<file path="config.mk">
export PLATFORM = sky130hd
export DESIGN_NAME = nbvv_arith_unit
export DESIGN_NICKNAME = d
export VERILOG_FILES = /design/src/design/nbody_velocity_verlet_step_core_defines.svh /design/src/design/nbvv_pkg.sv /design/src/design/nbvv_arith_unit.sv
export SDC_FILE = /design/constraint.sdc
export NUM_CORES = 2
export LEC_CHECK = 0
export CORE_MARGIN = 1.5
export CORE_UTILIZATION = 60
export CTS_CLUSTER_SIZE = 20
export DETAILED_ROUTE_END_ITERATION = 6
export DONT_BUFFER_PORTS = 1
export PLACE_DENSITY_LB_ADDON = 0.25
export SYNTH_ARGS = -nofsm -noshare
export SYNTH_HDL_FRONTEND = slang
export SYNTH_SLANG_ARGS = --single-unit
</file>
<file path="constraint.sdc">
create_clock -name i_clk -period 18.3 [get_ports i_clk]
set_clock_uncertainty 0.1 [all_clocks]
set_input_delay 0.915 -clock i_clk [delete_from_list [all_inputs] [get_ports i_clk]]
set_output_delay 0.915 -clock i_clk [all_outputs]
set_load 0.05 [all_outputs]
</file>
<file path="src/design/nbody_velocity_verlet_step_core_defines.svh">
// ----------------------------------------------------------------------------
// nbody velocity verlet step core: assertion macros
// Concurrent assertion wrappers, empty when SYNTHESIS is defined.
// ----------------------------------------------------------------------------
`ifndef NBODY_VELOCITY_VERLET_STEP_CORE_DEFINES_SVH
`define NBODY_VELOCITY_VERLET_STEP_CORE_DEFINES_SVH

`ifndef SYNTHESIS
// checked while out of reset
`define NBVV_ASSERT(lbl, prop, msg) \
    lbl: assert property (@(posedge i_clk) disable iff (!i_rst_n) prop) else $error(msg);
// checked on every edge, reset included
`define NBVV_ASSERT_ALWAYS(lbl, prop, msg) \
    lbl: assert property (@(posedge i_clk) prop) else $error(msg);
`else
`define NBVV_ASSERT(lbl, prop, msg)
`define NBVV_ASSERT_ALWAYS(lbl, prop, msg)
`endif

`endif

</file>
<file path="src/design/nbvv_pkg.sv">
// ----------------------------------------------------------------------------
// nbvv_pkg
// Shared constants, beat types and saturating helpers for the n-body core.
// ----------------------------------------------------------------------------
`timescale 1ns / 1ps

package nbvv_pkg;

    localparam int NUM_BODIES = 4;
    localparam int IDX_W      = $clog2(NUM_BODIES);
    localparam int CNT_W      = $clog2(NUM_BODIES + 1);

    // configuration register indexes
    localparam logic [0:0] CFG_TIME_STEP     = 1'd0;
    localparam logic [0:0] CFG_ACTIVE_BODIES = 1'd1;

    localparam logic [9:0] TIME_STEP_RST     = 10'd10;
    localparam logic [2:0] ACTIVE_BODIES_RST = 3'd3;

    localparam logic [0:0] OPER_LOAD = 1'b0;

    localparam logic [63:0] MAXPOS = 64'h7FFF_FFFF_FFFF_FFFF;
    localparam logic [63:0] MINNEG = 64'h8000_0000_0000_0000;

    // shared arithmetic unit operations
    typedef enum logic [1:0] {
        UOP_MUL,
        UOP_DIV,
        UOP_SQRT
    } t_uop;

    typedef struct packed {
        logic start;
        t_uop op;
    } t_ureq;

    typedef struct packed {
        logic               operation;
        logic        [1:0]  body_index;
        logic signed [63:0] pos_x;
        logic signed [63:0] pos_y;
        logic signed [63:0] vel_x;
        logic signed [63:0] vel_y;
        logic        [62:0] grav_param;
    } t_in_item;

    typedef struct packed {
        logic        [1:0]  out_index;
        logic signed [63:0] out_pos_x;
        logic signed [63:0] out_pos_y;
        logic signed [63:0] out_vel_x;
        logic signed [63:0] out_vel_y;
        logic               last;
    } t_out_item;

    // signed 64-bit add that sticks at the range ends
    function automatic logic [63:0] sat_add(input logic [63:0] a, input logic [63:0] b);
        logic [63:0] s;
        s = a + b;
        if ((a[63] == b[63]) && (s[63] != a[63])) begin
            s = a[63] ? MINNEG : MAXPOS;
        end
        return s;
    endfunction

    function automatic logic [63:0] mag_of(input logic [63:0] v);
        return v[63] ? (64'd0 - v) : v;
    endfunction

endpackage

</file>
<file path="src/design/nbvv_arith_unit.sv">
// ----------------------------------------------------------------------------
// nbvv_arith_unit
// Bit-serial multiply (128x64), restoring divide (128/128) and integer square
// root (128 -> 64), one bit or one root digit per cycle.
// ----------------------------------------------------------------------------
`timescale 1ns / 1ps

module nbvv_arith_unit (
    input  logic                  i_clk,
    input  logic                  i_rst_n,
    input  nbvv_pkg::t_ureq       i_req,
    input  logic [127:0]          i_a,
    input  logic [127:0]          i_b,
    output logic                  o_done,
    output logic [191:0]          o_res
);
    import nbvv_pkg::*;

    logic [191:0] r_acc;
    logic [191:0] r_x;
    logic [127:0] r_y;
    logic [6:0]   r_cnt;
    logic         r_run;
    logic         r_done;
    t_uop         r_op;

    logic [128:0] w_drem;
    logic         w_dge;
    logic [67:0]  w_srem;
    logic [67:0]  w_strial;
    logic         w_sge;
    logic         w_last;

    // divide step: shift in next numerator bit, trial subtract
    assign w_drem   = {r_acc[127:0], r_x[127]};
    assign w_dge    = w_drem >= {1'b0, r_y};
    // root step: bring down two bits, trial subtract 4*root+1
    assign w_srem   = {r_acc[65:0], r_x[127:126]};
    assign w_strial = {2'b00, r_y[63:0], 2'b01};
    assign w_sge    = w_srem >= w_strial;
    assign w_last   = (r_op == UOP_DIV) ? (r_cnt == 7'd127) : (r_cnt == 7'd63);

    // iteration registers
    always_ff @(posedge i_clk) begin
        if (!i_rst_n) begin
            r_run  <= 1'b0;
            r_done <= 1'b0;
            r_cnt  <= '0;
            r_op   <= UOP_MUL;
        end else begin
            r_done <= 1'b0;
            if (i_req.start) begin
                r_run <= 1'b1;
                r_op  <= i_req.op;
                r_cnt <= '0;
                r_acc <= '0;
                r_x   <= {64'd0, i_a};
                r_y   <= (i_req.op == UOP_SQRT) ? 128'd0 : i_b;
            end else if (r_run) begin
                case (r_op)
                    UOP_MUL: begin
                        if (r_y[0]) begin
                            r_acc <= r_acc + r_x;
                        end
                        r_x <= {r_x[190:0], 1'b0};
                        r_y <= {1'b0, r_y[127:1]};
                    end
                    UOP_DIV: begin
                        if (w_dge) begin
                            r_acc <= {63'd0, w_drem - {1'b0, r_y}};
                        end else begin
                            r_acc <= {63'd0, w_drem};
                        end
                        r_x <= {64'd0, r_x[126:0], w_dge};
                    end
                    UOP_SQRT: begin
                        if (w_sge) begin
                            r_acc <= {124'd0, w_srem - w_strial};
                        end else begin
                            r_acc <= {124'd0, w_srem};
                        end
                        r_x <= {r_x[189:0], 2'b00};
                        r_y <= {r_y[126:0], w_sge};
                    end
                    default: begin
                        r_acc <= r_acc;
                    end
                endcase
                r_cnt <= r_cnt + 7'd1;
                if (w_last) begin
                    r_run  <= 1'b0;
                    r_done <= 1'b1;
                end
            end
        end
    end

    assign o_done = r_done;

    // result selection
    always_comb begin
        case (r_op)
            UOP_MUL:  o_res = r_acc;
            UOP_DIV:  o_res = {64'd0, r_x[127:0]};
            UOP_SQRT: o_res = {128'd0, r_y[63:0]};
            default:  o_res = r_acc;
        endcase
    end

endmodule

</file>
Yosys cells after proc, flatten, opt, wreduce, memory -nomap -nowiden
Cells that the tools add are included.
- add/sub/neg operators: 4
- order comparisons: 2
- equality and inequality tests: 6
- multiplexer cells: 18
- bitwise operators: 2
- reductions and logical operators: 9
- operator list (operator ; count):
    192-bit case mux with 3 select lines ; 2
    192-bit two-way mux ; 3
    128-bit two-way mux ; 4
    192-bit case mux with 2 select lines ; 1
    128-bit case mux with 2 select lines ; 1
    192-bit adder ; 1
    129-bit by 128-bit >= comparator with 1-bit output ; 1
    129-bit two-way mux ; 1
    129-bit by 128-bit subtractor with 129-bit output ; 1
    68-bit by 66-bit >= comparator with 1-bit output ; 1
    68-bit two-way mux ; 1
    68-bit by 66-bit subtractor with 68-bit output ; 1
    7-bit by 1-bit adder with 7-bit output (second input constant) ; 1
    7-bit by 6-bit equality test with 1-bit output (second input constant) ; 1
    7-bit equality test (second input constant) ; 1
    3-bit AND reduction ; 2
    1-bit two-way mux ; 5
    2-bit equality test (second input constant) ; 2
    4-bit AND reduction ; 1
    4-bit nonzero test ; 1
    3-bit != test (second input constant) ; 1
    3-bit nonzero test ; 1
    3-bit OR reduction ; 1
    2-bit by 1-bit equality test with 1-bit output (second input constant) ; 1
    4 further kinds ; 5
- flip-flop bits (word level): 523
- output and inout bits: 193

Longest topological paths before layout
- word-level depth: 5
- gate-level depth with buffers: 18
- mapped depth without buffers: 16

Least setup slack after synthesis
No wires, ideal clock.
- path type: input port to flip-flop
- start: input i_req[2] in the netlist's numbering
- end: register r_acc[0], enable pin
- arrival: 16202 ps
- slack: 912 ps
- stages: 5
- buffers on the path: 3
- cells stage by stage: clkbuf_1 > clkbuf_1 > clkbuf_1 > nor4_1 > a311oi_1
- longest elaborated chain between the ends: 2
- elaborated cells between the ends (all ways): 4
- RTL lines (element ; RTL line ; text):
    from (decl) ; nbvv_arith_unit.sv:11 ; input nbvv_pkg::t_ureq i_req,
    3-bit != test (no line) (tied with other cells) ; n/a ;
    4-bit AND reduction (no line) * ; n/a ;
    to (signal assigned) ; nbvv_arith_unit.sv:63 ; r_acc <= r_acc + r_x;
    to (signal assigned) ; nbvv_arith_unit.sv:70 ; r_acc <= {63'd0, w_drem - {1'b0, r_y}};
    to (signal assigned) ; nbvv_arith_unit.sv:72 ; r_acc <= {63'd0, w_drem};
    to (decl) ; nbvv_arith_unit.sv:19 ; logic [191:0] r_acc;
Every way passes the cells marked *; elsewhere a longest branch is shown, timed or not.
A chain may end at the register's enable or synchronous reset.

Worst setup path after layout
- start: register r_acc[0]
- end: register r_acc[40], data pin
- longest elaborated chain between the ends: 4
- elaborated cells between the ends (all ways): 10
- RTL lines (element ; RTL line ; text):
    192-bit adder (tied with other cells) ; nbvv_arith_unit.sv:63 ;
    192-bit two-way mux (tied with other cells) ; nbvv_arith_unit.sv:62 ; if (r_y[0]) begin
    192-bit case mux with 3 select lines * ; nbvv_arith_unit.sv:60 ; case (r_op)
    192-bit two-way mux * ; nbvv_arith_unit.sv:59 ; end else if (r_run) begin
Every way passes the cells marked *; elsewhere a longest branch is shown, timed or not. The select of a mux whose other input is x is not followed.

==> summary.txt <==
Detailed routing
  – Number of remaining DRC errors: 13
  – Drt initial violations: 8140
  – Via density per instance: 7.20
  – Number of detailed-route iterations in the first pass: 7
  – Vias post-DR: 56.9k
  – Final antenna-violating net count: 0
  – Overall routed net length: 215 mm
  – Average detailed-routed wire length per instance: 27.2 µm

Cells and area
  – Storage element area: 15600 µm²
  – Fraction of layout instances using a drive strength above 1: 3.82%
  – Relative area change from synthesis to final layout: 4.74%
  – Post-layout instance area: 57100 µm²
  – Final cell utilization of the core: 63.4%
  – Final net count: 7332
  – Number of fill cells: 7979
  – Multi-input gate area in the final layout: 36100 µm²
  – Diodes inserted: 0
  – Final non-filler cell total: 7908

Die
  – Number of top-level design ports: 454
  – Y dimension of the die: 304 µm
  – Die area: 92700 µm²
  – Number of placement rows: 110
  – Die width: 304 µm
  – Effective utilization at floorplan: 60.6%
  – Core footprint: 90000 µm²

Critical path
  – Endpoint class of the critical path: flip-flop
  – Worst Setup Start Kind: flip-flop
  – Critical R2R Launch: r_acc[0]
  – Critical path required time: 18.65 ns
  – Critical setup path kind: reg2reg
  – Largest delay share family, worst path: compound AO/OA/AOI/OAI gates
  – Critical path buffers and inverters: 2
  – Crit-path cells: ha_1 -> nor2b_1 -> o21ai_0 -> a21boi_1 -> nor2_1 -> o211ai_1 -> a211oi_1 -> o21ai_1 -> a21oi_4 -> buf_4 -> buf_4 -> and2_1 -> a222oi_1 -> a211oi_1
  – Worst path slowest cell: sky130_fd_sc_hd__and2_1
  – Crit path DAT: 6.82 ns
  – Critical R2R Capture: r_acc[40]
  – Top fanout value on the critical path: 60
  – Maximum cell stage delay along the critical path: 0.91 ns
  – Worst reg2reg setup slack: 11.83 ns
  – Worst reg-to-reg path cell count: 14

Synth
  – Share of synthesized area occupied by flip-flops and latches: 28.6%
  – Average footprint of a synthesized cell: 7.78 µm²
  – EDFF count, synth: 512
  – Adder-cell area share of the yosys netlist: 9.00%
  – Predominant post-synthesis flop cell: sky130_fd_sc_hd__edfxtp_1
  – Number of synthesized register bits: 523
  – Cell count after synthesis: 7007
  – Biggest area consumer among synthesized cells: sky130_fd_sc_hd__edfxtp_1
  – Basic-gate share of the synthesized area counting and, or, nand and nor cells: 17.9%
  – Synth Area in XOR/XNOR: 5.62%
  – Synth top cells by count: sky130_fd_sc_hd__nand2_1, sky130_fd_sc_hd__a21oi_1, sky130_fd_sc_hd__o21ai_0
  – Mux share of post-synthesis cell area: 2.94%
  – Fraction of synthesized cell area taken by the top area cell type: 28.2%
  – Main combinational cell family by area after synthesis: compound AO/OA/AOI/OAI gates
  – Leading cell type by number of instances after synthesis: sky130_fd_sc_hd__nand2_1
  – Post-synthesis async set-or-reset flop share: 0%
  – Net count after synthesis: 7659
  – Distinct cell type count after synthesis: 94
  – Area fraction in compound gates after synthesis: 30.4%
  – Dominant cells by area after synthesis: sky130_fd_sc_hd__edfxtp_1, sky130_fd_sc_hd__ha_1, sky130_fd_sc_hd__a21oi_1, sky130_fd_sc_hd__o21ai_0, sky130_fd_sc_hd__nand2_1
  – Area of the mapped netlist: 54500 µm²
  – Synth warnings: 0

Clocking
  – Deepest clock path buffer count: 3
  – Num CTS Buffers: 67
  – Worst-path clk slew: 0.06 ns
  – # hold bufs at CTS: 0
  – Root buffer selected by CTS: sky130_fd_sc_hd__clkbuf_16
  – Post CTS Setup Buffer Count: 0
  – Number of levels in the clock H-tree: 3
  – Clock net sink count: 523
  – Clock network latency to the later pin of the worst-skew pair: 0.68 ns
  – Resized Gates After CTS: 0
  – CTS tree: yes

Worst hold path
  – Launch point of the worst hold path: i_rst_n
  – Worst hold path stage count: 1
  – Worst hold-check path type: in2reg
  – Sink of the worst hold path: r_op[0]

Power and ir drop
  – Peak VDD IR: 0.0000837 V
  – Total leakage power: 21.6 nW
  – Internal power component: 0.00301 W
  – Fraction of power spent switching nets: 44.6%
  – Proportion of power drawn by flip-flops and latches: 29.5%
  – Pwr Density: 95.1 nW/µm²
  – NetSw: 0.00242 W
  – Clk pwr share: 25.3%
  – Part of the power in combinational logic: 45.1%

GRT
  – Pin count of the biggest net entering global routing: 504
  – First-pass GRT wire length: 321 mm
  – Antenna violations before repair: 4
  – Global-route usage over all layers: 44.4%
  – Number of global-route vias before repair: 52.2k
  – Leftover overflow at the end of global routing: 0

STA
  – Worst slew slack as a fraction of its limit: 15.5%
  – Final hold violation count: 0
  – RSZ-0062 raised after global routing: no
  – Minimum period implied by the final worst setup slack: 6.47 ns
  – Final worst hold slack: 0.282 ns
  – Post-route fraction of the period consumed by the critical path: 35.4%
  – Maximum frequency from static timing analysis: 0.155 GHz
  – Setup violators final: 0
  – Final Max Slew Viols: 0
  – Slew at the pin closest to its max-slew limit: 1.25 ns
  – Summed negative setup slack over all endpoints: 0 ns

Placement
  – HPWL after DPL: 165 mm
  – Number of cells in the design after placement: 7787
  – Dpl cell area: 54900 µm²
  – Count of port buffers added during placement: 0
  – Global placer's final weighted congestion: 1.06

Status
  – Violations in the final reports: design-rule violations
  – Result of the run: finished with violations

Run
  – Number of maximum-capacitance constraint violations: 0
power by group through the flow:
stage	logic, W	registers (W)	clock network [W]
3_3_place_gp	0.00234	0.00161	0
5_1_grt	0.00260	0.00161	0.00141
3_5_place_dp	0.00235	0.00162	0
6_report	0.00245	0.00160	0.00138
2_1_floorplan	0.00176	0.00158	0
4_1_cts	0.00236	0.00159	0.00138
stage by stage:
step	total power, W	setup slack (ns)
2_1_floorplan	0.00335	0.912
3_3_place_gp	0.00395	12.09
3_5_place_dp	0.00397	12.05
4_1_cts	0.00533	12.03
5_1_grt	0.00563	11.62
6_report	0.00543	11.83
layout by cell type (no fill, tap or decap), drive strengths merged, types with 45 or more instances in the layout:
master  netlist  final
nand2       854    854
xnor2       224    224
a21oi       770    770
o21bai      146    146
a21o        168    168
nand3        95     95
clkbuf      445     84
a221oi       51     51
o31ai        47     47
o21ai       728    728
edfxtp      512    512
nor2        559    559
nor3         83     83
a22oi       285    285
a22o         62     62
buf          39     88
ha          389    389
nor2b        90     90
nand4       225    225
mux2i       158    158
a31oi        61     61
inv         295    298
xor2        126    126
a211oi       49     49
o21a         45     45
worst reg2reg max path: stages (launching register included):
cell	delay, ns
sky130_fd_sc_hd__edfxtp_1	0.52
sky130_fd_sc_hd__ha_1	0.40
sky130_fd_sc_hd__nor2b_1	0.15
sky130_fd_sc_hd__o21ai_0	0.23
sky130_fd_sc_hd__a21boi_1	0.18
sky130_fd_sc_hd__nor2_1	0.45
sky130_fd_sc_hd__o211ai_1	0.42
sky130_fd_sc_hd__a211oi_1	0.79
sky130_fd_sc_hd__o21ai_1	0.29
sky130_fd_sc_hd__a21oi_4	0.17
sky130_fd_sc_hd__buf_4	0.45
sky130_fd_sc_hd__buf_4	0.64
sky130_fd_sc_hd__and2_1	0.91
sky130_fd_sc_hd__a222oi_1	0.27
sky130_fd_sc_hd__a211oi_1	0.31
per-layer routing:
layer	global-route usage, %	share of wire, %	vias up
met5	0	0.013	-
li1	-	-	25415
met2	66.4	42	4029
met1	60.6	40	26851
met3	9.72	12	605
met4	22.0	5.8	4
cells by family after synthesis:
| kind of cell | after synthesis |
|---|---|
| compound gates | 2664 |
| simple gates | 2139 |
| buf+inv | 780 |
| flops | 523 |
| fa+ha+maj | 391 |
| xor+xnor | 350 |
| mux | 160 |
final cells by class:
type / count / area share [%]
multi-input combinational: 5704 / 63.1
sequential: 523 / 27.3
clock buffer: 84 / 3.14
tap: 1176 / 2.58
inverter: 296 / 1.95
timing repair buffer: 88 / 1.16
clock inverter: 37 / 0.717
how the worst max path moves through the flow:
| stage | slack [ns] | startpoint | cells past startpoint | endpoint |
|---|---|---|---|---|
| 3_3_place_gp | 12.09 | r_acc[25] | 14 | r_acc[116] |
| 6_report | 11.83 | r_acc[0] | 14 | r_acc[40] |
| 2_1_floorplan | 0.91 | i_req[2] | 5 | r_acc[0] |
| 3_5_place_dp | 12.05 | r_y[16] | 15 | r_acc[116] |
| 4_1_cts | 12.03 | r_acc[26] | 14 | r_acc[116] |
| 5_1_grt | 11.62 | r_acc[0] | 14 | r_acc[32] |
flip-flops by register name (all words and copies together) (netlist names):
| signal | count |
|---|---|
| r_acc | 192 |
| r_x | 192 |
| r_y | 128 |
| r_cnt | 7 |
| r_op | 2 |
| o_done | 1 |
| r_run | 1 |
Power figures use the tool's default switching activity.
